--- src/rc4_stream_cipher_top_defines.svh ---
// ----------------------------------------------------------------------------
// rc4_stream_cipher_top_defines
// Assertion macros shared by the RC4 block.
// ----------------------------------------------------------------------------
`ifndef RC4_STREAM_CIPHER_TOP_DEFINES_SVH
`define RC4_STREAM_CIPHER_TOP_DEFINES_SVH

// same-cycle implication, checked outside reset
`define RC4_ASSERT_NOW(lbl, clk, rstn, ante, cons, msg) \
    lbl: assert property (@(posedge clk) disable iff (!(rstn)) (ante) |-> (cons)) \
        else $error(msg);

// next-cycle implication, checked outside reset
`define RC4_ASSERT_NEXT(lbl, clk, rstn, ante, cons, msg) \
    lbl: assert property (@(posedge clk) disable iff (!(rstn)) (ante) |=> (cons)) \
        else $error(msg);

`endif

--- src/rc4_pkg.sv ---
// ----------------------------------------------------------------------------
// rc4_pkg
// Types and constants of the RC4 stream cipher block.
// ----------------------------------------------------------------------------
package rc4_pkg;

    localparam int BYTE_W            = 8;
    localparam int PERM_DEPTH        = 256;
    localparam int LEN_W             = 4;
    localparam int CFG_DATA_W        = 64;
    localparam int CFG_IDX_W         = 8;
    localparam int DEF_MAX_KEY_BYTES = 8;

    localparam logic [CFG_IDX_W-1:0] REG_KEY_BYTES  = CFG_IDX_W'(0);
    localparam logic [CFG_IDX_W-1:0] REG_KEY_LENGTH = CFG_IDX_W'(1);

    localparam logic [LEN_W-1:0] KEY_LENGTH_RESET = LEN_W'(8);

    typedef enum logic [3:0] {
        ST_IDLE,
        ST_FILL,
        ST_KRD_I,
        ST_KRD_J,
        ST_KWR_I,
        ST_KWR_J,
        ST_GRD_I,
        ST_GRD_J,
        ST_GWR_I,
        ST_GWR_J
    } rc4_state_t;

    typedef struct packed {
        logic              valid;
        logic [BYTE_W-1:0] data;
    } rc4_result_t;

endpackage

--- src/rc4_ram.sv ---
// ----------------------------------------------------------------------------
// rc4_ram
// Generic single-write, single-read RAM with registered read data.
// ----------------------------------------------------------------------------
module rc4_ram #(
    parameter int WIDTH = 8,
    parameter int DEPTH = 256
) (
    input  logic                     clk,
    input  logic                     we,
    input  logic [$clog2(DEPTH)-1:0] waddr,
    input  logic [WIDTH-1:0]         wdata,
    input  logic                     re,
    input  logic [$clog2(DEPTH)-1:0] raddr,
    output logic [WIDTH-1:0]         rdata
);

    logic [WIDTH-1:0] mem [DEPTH];
    logic [WIDTH-1:0] rdata_reg;

    always_ff @(posedge clk) begin
        if (we) begin
            mem[waddr] <= wdata;
        end
        if (re) begin
            rdata_reg <= mem[raddr];
        end
    end

    assign rdata = rdata_reg;

endmodule

--- src/rc4_core.sv ---
// ----------------------------------------------------------------------------
// rc4_core
// Sequencer for key schedule and keystream generation over the permutation RAM.
// ----------------------------------------------------------------------------
module rc4_core import rc4_pkg::*; #(
    parameter int MAX_KEY_BYTES = DEF_MAX_KEY_BYTES
) (
    input  logic                            aclk,
    input  logic                            aresetn,
    input  logic [MAX_KEY_BYTES*BYTE_W-1:0] key_i,
    input  logic [LEN_W-1:0]                key_len_i,
    input  logic                            s_valid,
    output logic                            s_ready,
    input  logic [BYTE_W-1:0]               s_data_byte,
    input  logic                            s_first_of_message,
    input  logic                            out_free_i,
    output rc4_result_t                     res_o
);

    localparam int KPW = (MAX_KEY_BYTES > 1) ? $clog2(MAX_KEY_BYTES) : 1;
    localparam logic [BYTE_W-1:0] LAST_N = BYTE_W'(PERM_DEPTH - 1);

    rc4_state_t state_reg, state_next;

    logic [BYTE_W-1:0] idx_i_reg, idx_i_next;
    logic [BYTE_W-1:0] idx_j_reg, idx_j_next;
    logic              keyed_reg, keyed_next;
    logic [BYTE_W-1:0] n_reg, n_next;
    logic [KPW-1:0]    kpos_reg, kpos_next;
    logic [BYTE_W-1:0] kj_reg, kj_next;
    logic [BYTE_W-1:0] si_reg, si_next;
    logic [BYTE_W-1:0] sj_reg, sj_next;
    logic              fwd_reg, fwd_next;
    logic [BYTE_W-1:0] fwd_val_reg, fwd_val_next;
    logic [BYTE_W-1:0] data_reg, data_next;

    logic              ram_we;
    logic [BYTE_W-1:0] ram_waddr;
    logic [BYTE_W-1:0] ram_wdata;
    logic              ram_re;
    logic [BYTE_W-1:0] ram_raddr;
    logic [BYTE_W-1:0] ram_rdata;

    logic [BYTE_W-1:0] key_arr [MAX_KEY_BYTES];
    logic [BYTE_W-1:0] key_byte;
    logic              kpos_last;
    logic              accept;
    logic              need_ks;
    logic [BYTE_W-1:0] i_inc;
    logic [BYTE_W-1:0] si_gen;
    logic [BYTE_W-1:0] kj_sum;
    logic [BYTE_W-1:0] t_gen;
    logic [BYTE_W-1:0] ks;

    rc4_ram #(
        .WIDTH (BYTE_W),
        .DEPTH (PERM_DEPTH)
    ) u_perm (
        .clk   (aclk),
        .we    (ram_we),
        .waddr (ram_waddr),
        .wdata (ram_wdata),
        .re    (ram_re),
        .raddr (ram_raddr),
        .rdata (ram_rdata)
    );

    always_comb begin
        for (int k = 0; k < MAX_KEY_BYTES; k++) begin
            key_arr[k] = key_i[k*BYTE_W +: BYTE_W];
        end
    end

    assign key_byte  = key_arr[kpos_reg];
    assign kpos_last = (LEN_W'(kpos_reg) == (key_len_i - LEN_W'(1)));
    assign s_ready   = (state_reg == ST_IDLE) || ((state_reg == ST_GWR_J) && out_free_i);
    assign accept    = s_valid && s_ready;
    assign need_ks   = s_first_of_message || !keyed_reg;
    assign i_inc     = idx_i_reg + BYTE_W'(1);
    assign si_gen    = fwd_reg ? fwd_val_reg : ram_rdata;
    assign kj_sum    = kj_reg + ram_rdata + key_byte;
    assign t_gen     = si_reg + sj_reg;

    always_comb begin
        priority if (t_gen == idx_j_reg) begin
            ks = si_reg;
        end else if (t_gen == idx_i_reg) begin
            ks = sj_reg;
        end else begin
            ks = ram_rdata;
        end
    end

    always_comb begin
        state_next = state_reg;
        unique case (state_reg)
            ST_IDLE: begin
                if (s_valid) begin
                    state_next = need_ks ? ST_FILL : ST_GRD_J;
                end
            end
            ST_FILL:  state_next = (n_reg == LAST_N) ? ST_KRD_I : ST_FILL;
            ST_KRD_I: state_next = ST_KRD_J;
            ST_KRD_J: state_next = ST_KWR_I;
            ST_KWR_I: state_next = ST_KWR_J;
            ST_KWR_J: state_next = (n_reg == LAST_N) ? ST_GRD_I : ST_KRD_I;
            ST_GRD_I: state_next = ST_GRD_J;
            ST_GRD_J: state_next = ST_GWR_I;
            ST_GWR_I: state_next = ST_GWR_J;
            ST_GWR_J: begin
                if (out_free_i) begin
                    if (s_valid) begin
                        state_next = need_ks ? ST_FILL : ST_GRD_J;
                    end else begin
                        state_next = ST_IDLE;
                    end
                end
            end
            default: state_next = ST_IDLE;
        endcase
    end

    always_comb begin
        idx_i_next   = idx_i_reg;
        idx_j_next   = idx_j_reg;
        keyed_next   = keyed_reg;
        n_next       = n_reg;
        kpos_next    = kpos_reg;
        kj_next      = kj_reg;
        si_next      = si_reg;
        sj_next      = sj_reg;
        fwd_next     = fwd_reg;
        fwd_val_next = fwd_val_reg;
        data_next    = data_reg;
        ram_we       = 1'b0;
        ram_waddr    = n_reg;
        ram_wdata    = n_reg;
        ram_re       = 1'b0;
        ram_raddr    = n_reg;
        res_o.valid  = 1'b0;
        res_o.data   = data_reg ^ ks;

        if (accept) begin
            data_next = s_data_byte;
            if (need_ks) begin
                n_next    = '0;
                kpos_next = '0;
                kj_next   = '0;
            end else begin
                ram_re       = 1'b1;
                ram_raddr    = i_inc;
                idx_i_next   = i_inc;
                fwd_next     = (state_reg == ST_GWR_J) && (i_inc == idx_j_reg);
                fwd_val_next = si_reg;
            end
        end

        unique case (state_reg)
            ST_IDLE: begin
            end
            ST_FILL: begin
                ram_we = 1'b1;
                n_next = n_reg + BYTE_W'(1);
            end
            ST_KRD_I: begin
                ram_re = 1'b1;
            end
            ST_KRD_J: begin
                si_next   = ram_rdata;
                kj_next   = kj_sum;
                ram_re    = 1'b1;
                ram_raddr = kj_sum;
            end
            ST_KWR_I: begin
                ram_we    = 1'b1;
                ram_wdata = ram_rdata;
            end
            ST_KWR_J: begin
                ram_we    = 1'b1;
                ram_waddr = kj_reg;
                ram_wdata = si_reg;
                n_next    = n_reg + BYTE_W'(1);
                kpos_next = kpos_last ? '0 : kpos_reg + KPW'(1);
                if (n_reg == LAST_N) begin
                    keyed_next = 1'b1;
                    idx_i_next = '0;
                    idx_j_next = '0;
                end
            end
            ST_GRD_I: begin
                ram_re     = 1'b1;
                ram_raddr  = i_inc;
                idx_i_next = i_inc;
                fwd_next   = 1'b0;
            end
            ST_GRD_J: begin
                si_next    = si_gen;
                idx_j_next = idx_j_reg + si_gen;
                ram_re     = 1'b1;
                ram_raddr  = idx_j_reg + si_gen;
            end
            ST_GWR_I: begin
                sj_next   = ram_rdata;
                ram_we    = 1'b1;
                ram_waddr = idx_i_reg;
                ram_wdata = ram_rdata;
                ram_re    = 1'b1;
                ram_raddr = si_reg + ram_rdata;
            end
            ST_GWR_J: begin
                ram_we      = 1'b1;
                ram_waddr   = idx_j_reg;
                ram_wdata   = si_reg;
                res_o.valid = out_free_i;
            end
            default: begin
            end
        endcase
    end

    always_ff @(posedge aclk) begin
        if (!aresetn) begin
            state_reg <= ST_IDLE;
            keyed_reg <= 1'b0;
            idx_i_reg <= '0;
            idx_j_reg <= '0;
            fwd_reg   <= 1'b0;
        end else begin
            state_reg <= state_next;
            keyed_reg <= keyed_next;
            idx_i_reg <= idx_i_next;
            idx_j_reg <= idx_j_next;
            fwd_reg   <= fwd_next;
        end
    end

    always_ff @(posedge aclk) begin
        n_reg       <= n_next;
        kpos_reg    <= kpos_next;
        kj_reg      <= kj_next;
        si_reg      <= si_next;
        sj_reg      <= sj_next;
        fwd_val_reg <= fwd_val_next;
        data_reg    <= data_next;
    end

endmodule

--- src/rc4_stream_cipher_top.sv ---
// ----------------------------------------------------------------------------
// Flow: a byte reads S[i] on accept, S[j] in GRD_J, S[t] in GWR_I; rekeying runs FILL and the key
// schedule first. Three reads, two writes per byte; a byte is taken only in IDLE or a free GWR_J.
// Reset: synchronous active-low aresetn clears control, indices and keyed flag; key to 0, length 8.
// ----------------------------------------------------------------------------
`include "rc4_stream_cipher_top_defines.svh"

module rc4_stream_cipher_top import rc4_pkg::*; #(
    parameter int MAX_KEY_BYTES = DEF_MAX_KEY_BYTES
) (
    input  logic                  aclk,
    input  logic                  aresetn,
    input  logic                  cfg_valid,
    output logic                  cfg_ready,
    input  logic [CFG_IDX_W-1:0]  cfg_index,
    input  logic [CFG_DATA_W-1:0] cfg_data,
    input  logic                  s_valid,
    output logic                  s_ready,
    input  logic [BYTE_W-1:0]     s_data_byte,
    input  logic                  s_first_of_message,
    output logic                  m_valid,
    input  logic                  m_ready,
    output logic [BYTE_W-1:0]     m_result_byte
);

    localparam int KEY_W = MAX_KEY_BYTES * BYTE_W;

    logic [KEY_W-1:0]  key_reg;
    logic [LEN_W-1:0]  key_len_reg;
    logic [LEN_W-1:0]  key_len_eff;
    logic              m_valid_reg;
    logic [BYTE_W-1:0] m_data_reg;
    logic              out_free;
    rc4_result_t       res;

    assign cfg_ready = 1'b1;

    always_ff @(posedge aclk) begin
        if (!aresetn) begin
            key_reg     <= '0;
            key_len_reg <= KEY_LENGTH_RESET;
        end else if (cfg_valid) begin
            priority if (cfg_index == REG_KEY_BYTES) begin
                key_reg <= cfg_data[KEY_W-1:0];
            end else if (cfg_index == REG_KEY_LENGTH) begin
                key_len_reg <= cfg_data[LEN_W-1:0];
            end else begin
            end
        end
    end

    always_comb begin
        priority if (key_len_reg == '0) begin
            key_len_eff = LEN_W'(1);
        end else if (key_len_reg > LEN_W'(MAX_KEY_BYTES)) begin
            key_len_eff = LEN_W'(MAX_KEY_BYTES);
        end else begin
            key_len_eff = key_len_reg;
        end
    end

    assign out_free = !m_valid_reg || m_ready;

    rc4_core #(
        .MAX_KEY_BYTES (MAX_KEY_BYTES)
    ) u_core (
        .aclk               (aclk),
        .aresetn            (aresetn),
        .key_i              (key_reg),
        .key_len_i          (key_len_eff),
        .s_valid            (s_valid),
        .s_ready            (s_ready),
        .s_data_byte        (s_data_byte),
        .s_first_of_message (s_first_of_message),
        .out_free_i         (out_free),
        .res_o              (res)
    );

    always_ff @(posedge aclk) begin
        if (!aresetn) begin
            m_valid_reg <= 1'b0;
        end else if (res.valid) begin
            m_valid_reg <= 1'b1;
        end else if (m_ready) begin
            m_valid_reg <= 1'b0;
        end
    end

    always_ff @(posedge aclk) begin
        if (res.valid) begin
            m_data_reg <= res.data;
        end
    end

    assign m_valid       = m_valid_reg;
    assign m_result_byte = m_data_reg;

    `RC4_ASSERT_NOW(a_res_into_free_slot, aclk, aresetn, res.valid, out_free, "slot busy")
    `RC4_ASSERT_NEXT(a_no_early_result, aclk, aresetn, s_valid && s_ready, !res.valid, "early")
    `RC4_ASSERT_NEXT(a_result_spacing, aclk, aresetn, res.valid, !res.valid, "adjacent results")

endmodule
--- config.mk ---
export PLATFORM = sky130hd
export DESIGN_NAME = rc4_stream_cipher_top
export DESIGN_NICKNAME = d
export VERILOG_FILES = /design/src/rc4_pkg.sv /design/src/rc4_ram.sv /design/src/rc4_core.sv /design/src/rc4_stream_cipher_top.sv
export VERILOG_INCLUDE_DIRS = /design/src /design/src/src
export SDC_FILE = /design/constraint.sdc
export NUM_CORES = 2
export LEC_CHECK = 0
export ABC_AREA = 1
export BUFFER_PORTS_ARGS = -buffer_cell sky130_fd_sc_hd__buf_2
export CORE_ASPECT_RATIO = 0.75
export CORE_MARGIN = 5
export CORE_UTILIZATION = 55
export CTS_CLUSTER_DIAMETER = 80
export DETAILED_ROUTE_END_ITERATION = 16
export PLACE_DENSITY = 0.71
export SLEW_MARGIN = 5
export SYNTH_ARGS = -nofsm -noshare
export SYNTH_HDL_FRONTEND = slang
export SYNTH_SLANG_ARGS = --single-unit
--- constraint.sdc ---
create_clock -name aclk -period 23.5 [get_ports aclk]
set_clock_uncertainty 0.2 [all_clocks]
set_input_delay 4.7 -clock aclk [delete_from_list [all_inputs] [get_ports aclk]]
set_output_delay 4.7 -clock aclk [all_outputs]
set_load 0.01 [all_outputs]
* Word-level counts from Yosys, hierarchy flattened
Memories as Yosys holds them, arrays and structs flattened. A register that Yosys moved wholly into a read port is not among the register bits.
Index checks and enable logic that the tools add are counted.
** Word-level totals
- RAM bits :: 2048
- Memories kept :: 1
- Input bits :: 86
- Bits in registers :: 150
- Output and inout port bits :: 11
- Word-level logic and storage cells :: 130
** Memory list
- u_core.u_perm.mem :: depth 256, width 8, rd ports 1, clocked after memory_dff 1, write ports 1, line rc4_ram.sv:18 : logic [WIDTH-1:0] mem [DEPTH];
** Cells by class
- Eq/ne operators :: 18
- Add/subtract/negate cells :: 9
- Muxes and demuxes :: 44
- Reduce and logical (&&, ||, !) cells :: 35
- Bitwise gates (word level) :: 5
- $lt $le $gt $ge :: 2
** Operator list (number)
- 2-to-1 mux 8 bit :: 15
- case mux 8 bit (2 select lines) :: 4
- adder 8 bit :: 5
- case mux 4 bit (10 select lines) :: 1
- case mux 8 bit (4 select lines) :: 1
- binary-select mux 8 bit (select 3 bit) :: 1
- == test 8 bit :: 3
- case mux 8 bit (3 select lines) :: 1
- 2-to-1 mux 4 bit :: 5
- 2-to-1 mux 3 bit :: 6
- nonzero test 2 bit :: 9
- adder 8 x 1 -> 8 bit (second input constant) :: 2
- == test 4 x 3 -> 1 bit (second input constant) :: 4
- AND reduction 2 bit :: 8
- OR reduction 5 bit :: 2
- 2-to-1 mux 1 bit :: 9
- == test 4 x 2 -> 1 bit (second input constant) :: 2
- == test 4 bit (second input constant) :: 2
- == test 8 x 1 -> 1 bit (second input constant) :: 1
- == test 8 bit (second input constant) :: 1
- zero test 4 bit :: 2
- zero test 8 bit :: 1
- OR reduction 2 bit :: 4
- XOR 8 bit :: 1
- 15 further kinds :: 23

* Longest topological paths before layout
- Depth in word-level cells :: 8
- Depth in mapped cells :: 27
- Mapped depth without buffers :: 22

* Cells and area by module
Synthesis repeated with hierarchy kept, for this count alone.
** Second synthesis, totals
- Cell total of the unflattened synthesis :: 8400
- Area total of the unflattened synthesis :: 93364.5 um^2
** Modules (own cells, without submodules)
- rc4_ram :: sequential area each 61739.2 um^2, area each 83476.3 um^2, cells each 7003, instances 1
- rc4_core :: sequential area each 1971.9 um^2, area each 6526.3 um^2, cells each 924, instances 1
- rc4_stream_cipher_top :: sequential area each 1621.6 um^2, area each 3362.0 um^2, cells each 473, instances 1

* Worst setup path before layout
No wires, ideal clock.
- Path type :: input-to-output
- Start :: input m_ready
- End :: output s_ready
- Path buffers :: 0
- Data required time :: 18.600 ns
- Data arrival time :: 5.023 ns
- Slack :: 13.577 ns
- Stages :: 4
- Cells stage by stage :: inv_1 > nand2_1 > nand3_2 > nand2_4
** Between the ends
- Cells in the longest elaborated chain, start to end :: 3
** RTL lines
- from (decl) :: line rc4_stream_cipher_top.sv:22 : input logic m_ready,
- logical OR 1 bit :: line rc4_stream_cipher_top.sv:62 : assign out_free = !m_valid_reg || m_ready;
- logical AND 1 bit :: line rc4_core.sv:76 : assign s_ready = (state_reg == ST_IDLE) || ((state_reg == ST_GWR_J) && out_free_i);
- logical OR 1 bit :: line rc4_core.sv:76
- to (decl) :: line rc4_stream_cipher_top.sv:18 : output logic s_ready,
No other way between the ends.

* Final worst setup path
- Start :: input s_first_of_message
- End :: register u_core.u_perm.rdata_reg[3], in the netlist u_core.u_perm.rdata[3], read port of u_core.u_perm.mem, data pin
** Between the ends
- Cells in the longest elaborated chain, start to end :: 4
- Elaborated cells between the ends (all ways) :: 7
- Classes of those cells :: mux: 6; reduce/logical: 1
** RTL lines
- from (decl) :: line rc4_stream_cipher_top.sv:20 : input logic s_first_of_message,
- logical OR 1 bit (*) :: line rc4_core.sv:78 : assign need_ks = s_first_of_message || !keyed_reg;
- 2-to-1 mux 8 bit / 2-to-1 mux 1 bit (equally long branches) :: line rc4_core.sv:145 : if (need_ks) begin
- 2-to-1 mux 8 bit / 2-to-1 mux 1 bit (equally long branches) :: line rc4_core.sv:143 : if (accept) begin
- case mux 8 bit (4 select lines) / 2-to-1 mux 1 bit (equally long branches) :: line rc4_core.sv:158 : unique case (state_reg)
- to (decl) :: line rc4_ram.sv:19 : logic [WIDTH-1:0] rdata_reg;
Every way passes the cells marked *; elsewhere a longest branch is shown, timed or not.
A chain may end at the register's enable or synchronous reset.

==> impl_results.md <==
* Comb pwr share at 0.142
* Fin Hold WS at 283 ps
* Root Buffer: clkbuf_16
* Final Cycle Share at 0.439
* Internal power at 6.50 mW
* Initial antenna violation count at 5
* Clk slew on worst S/H paths at 60 ps
* Gpl congestion at 0.929
* HP Class: flop to flop
* Fmax at 96.8 MHz
* Post-synth cell types at 52
* Clock power frac at 0.366
* Fraction of layout cells with a size suffix above 1 at 0.0546
* Flop pwr share at 0.493
* Most common cell after layout, fill and taps aside: edfxtp_1
* NetSw at 2.44 mW
* Post-route ant nets at 0
* Worst reg2reg setup slack at 14910 ps
* Die area at 0.189 sq mm
* Post CTS Setup Buffer Count at 0
* Mapped Area at 0.0990 sq mm
* CP required at 23980 ps
* CTS tree: built
* Pre-antenna DRT Iters at 8
* Dominant cells by area after synthesis: edfxtp_1 (64%), nand3_1 (9.2%), nand2_1 (7.4%), nand3b_1 (4.4%), inv_1 (4.2%)
* Total GRT Usage at 0.290
* Slew margin rel. at 0.0444
* RSZ-0062 raised after global routing: no
* Mean Syn Cell Area at 10.6 sq um
* Core ar. at 0.178 sq mm
* Post-Synthesis Cells at 9306
* Maximum capacitance violations at 0
* Crit path capture type: flop
* N_diodes at 0
* Max reg flops at 2048
* Power density cells at 83.7 mW/mm^2
* Initial Util at 0.555
* Worst skew pair latency at 850 ps
* Worst EP arrival at 10810 ps
* Longest Clk Path Bufs at 3
* Ys Warns at 0
* Port bufs at 95
* Minimum clock period at 10330 ps
* CP max FO at 142
* Final setup violation count at 0
* FF+latch count, synth at 2206
* Cell taking the most area after synthesis: edfxtp_1
* Fin. Hold Viols at 0
* Most used flip-flop cell after synthesis: edfxtp_1
* Htree depth at 4
* Drt via density at 5.99
* HPWL Detailed at 159 mm
* Final Max Slew Viols at 0
* Die Ht at 377 um
* Static leakage at 41.1 nW
* Gr ovfl total at 0
* Row cnt at 134
* Sw Share at 0.273
* Starting DRT DRC Count at 9800
* Num CTS Buffers at 202
* Slew @ Worst Pin at 1430 ps
* Drt wl/cell at 24.0 um
* Fin Setup TNS at 0 ps
* Synth top area share at 0.642
* Area Growth Syn to Fin at 7.86%
* Pin count of the biggest net entering global routing at 214
* Die width at 500 um
* # IOs at 97
* Async S/R FF share, synth at 0
* Syn_nets at 9434
* Status: finished clean
* Routed WL at 279 mm
* # DRC at 0
* Fin nets at 9240
* Via count at 69869
* Clock Sinks at 2206
* Startpoint Class: input pin
* Number of global-route vias before repair at 65543
* Commonest cells after routing, fill and taps aside: edfxtp_1 (2115), nand2_1 (1947), nand3_1 (1822)
* Sequential area share after synthesis at 0.660
* Post-synth EDFFs at 2115
* Setup CP Type: input pin to flop
* VDD IR max at 0.0743 mV
* Hold Buf Count CTS at 0
* First-pass GRT wire length at 416 mm
* Post-CTS Resized at 0
worst max-delay path, cell delays in order:
cell,delay [ps]
buf_2,110
inv_1,60
nand2_1,210
nand2_1,110
o21ai_0,90
nand3_1,100
nand2_1,60
nand2_1,150
nand2_8,420
inv_8,700
buf_4,860
buf_12,570
buf_4,820
nand3_1,150
nand3_1,170
nand3_1,130
nand3_1,120
nand3_1,190
nand3_1,230
nand3_1,330
nand2_1,200
power groups by stage:
stage	clock network, mW	logic (mW)	registers, mW
after floorplan	0	0.813	4.55
after global placement	0	1.22	4.48
after detailed placement	0	1.23	4.49
after CTS	3.29	1.24	4.40
after global routing	3.45	1.35	4.40
final	3.27	1.27	4.40
metal layers:
| metal | part of all wire | GRT usage | vias to the layer above |
|---|---|---|---|
| met1 | 0.40 | 0.429 | 33563 |
| met5 | 0.00020 | 0 | - |
| met2 | 0.42 | 0.415 | 4425 |
| met3 | 0.14 | 0.0820 | 549 |
| li1 | - | - | 31324 |
| met4 | 0.033 | 0.100 | 8 |
metrics by stage:
step | power, mW | worst slack [ps] | instance area (sq um) | utilization | std cells
6_report | 8.93 | 13170 | 107000 | 0.598 | 11659
3_5_place_dp | 5.72 | 12440 | 100000 | 0.563 | 11288
5_1_grt | 9.21 | 12870 | 107000 | 0.598 | 11659
2_1_floorplan | 5.36 | 13580 | 99000 | - | 9306
3_3_place_gp | 5.70 | 12470 | 100000 | 0.563 | 11288
4_1_cts | 8.92 | 13280 | 107000 | 0.598 | 11659
logic make-up after synthesis:
| logic type | after synthesis | synth area share |
|---|---|---|
| compound gates | 383 | 0.0240 |
| xor+xnor | 33 | 0.00292 |
| fa+ha+maj | 42 | 0.00607 |
| buf+inv | 1708 | 0.0731 |
| flops | 2206 | 0.660 |
| other cells | 1 | 0.0000379 |
| simple gates | 4933 | 0.234 |
Yosys cell counts (all sizes together), types with 10 or more instances:
library cell / count
a21oi: 51
buf: 503
clkbuf: 89
dfxtp: 91
edfxtp: 2115
fa: 10
ha: 32
inv: 1114
nand2: 1960
nand3: 1824
nand3b: 578
nor2: 540
nor3: 15
o211ai: 127
o21ai: 152
o22ai: 12
xor2: 25
layout make-up:
| cell class | count | area (sq um) |
|---|---|---|
| Tap cell | 2380 | 2980 |
| Inverter | 1116 | 4210 |
| Clock buffer | 263 | 5490 |
| Sequential cell | 2206 | 65300 |
| Multi-Input combinational cell | 5392 | 26500 |
| Clock inverter | 108 | 907 |
| Timing Repair Buffer | 194 | 1360 |
| Fill cell | 14306 | 71700 |
worst paths after layout:
kind | from | to | cells past startpoint
min | key_reg[43]$_SDFFE_PN0P_ | key_reg[43]$_SDFFE_PN0P_ | 2
min reg2reg | key_reg[43]$_SDFFE_PN0P_ | key_reg[43]$_SDFFE_PN0P_ | 2
max reg2reg | u_core.kpos_reg[0]$_SDFFCE_PP0P_ | u_core.u_perm.rdata[2]$_DFFE_PP_ | 22
max | s_first_of_message | u_core.u_perm.rdata[3]$_DFFE_PP_ | 21
Power figures use the tool's default switching activity.
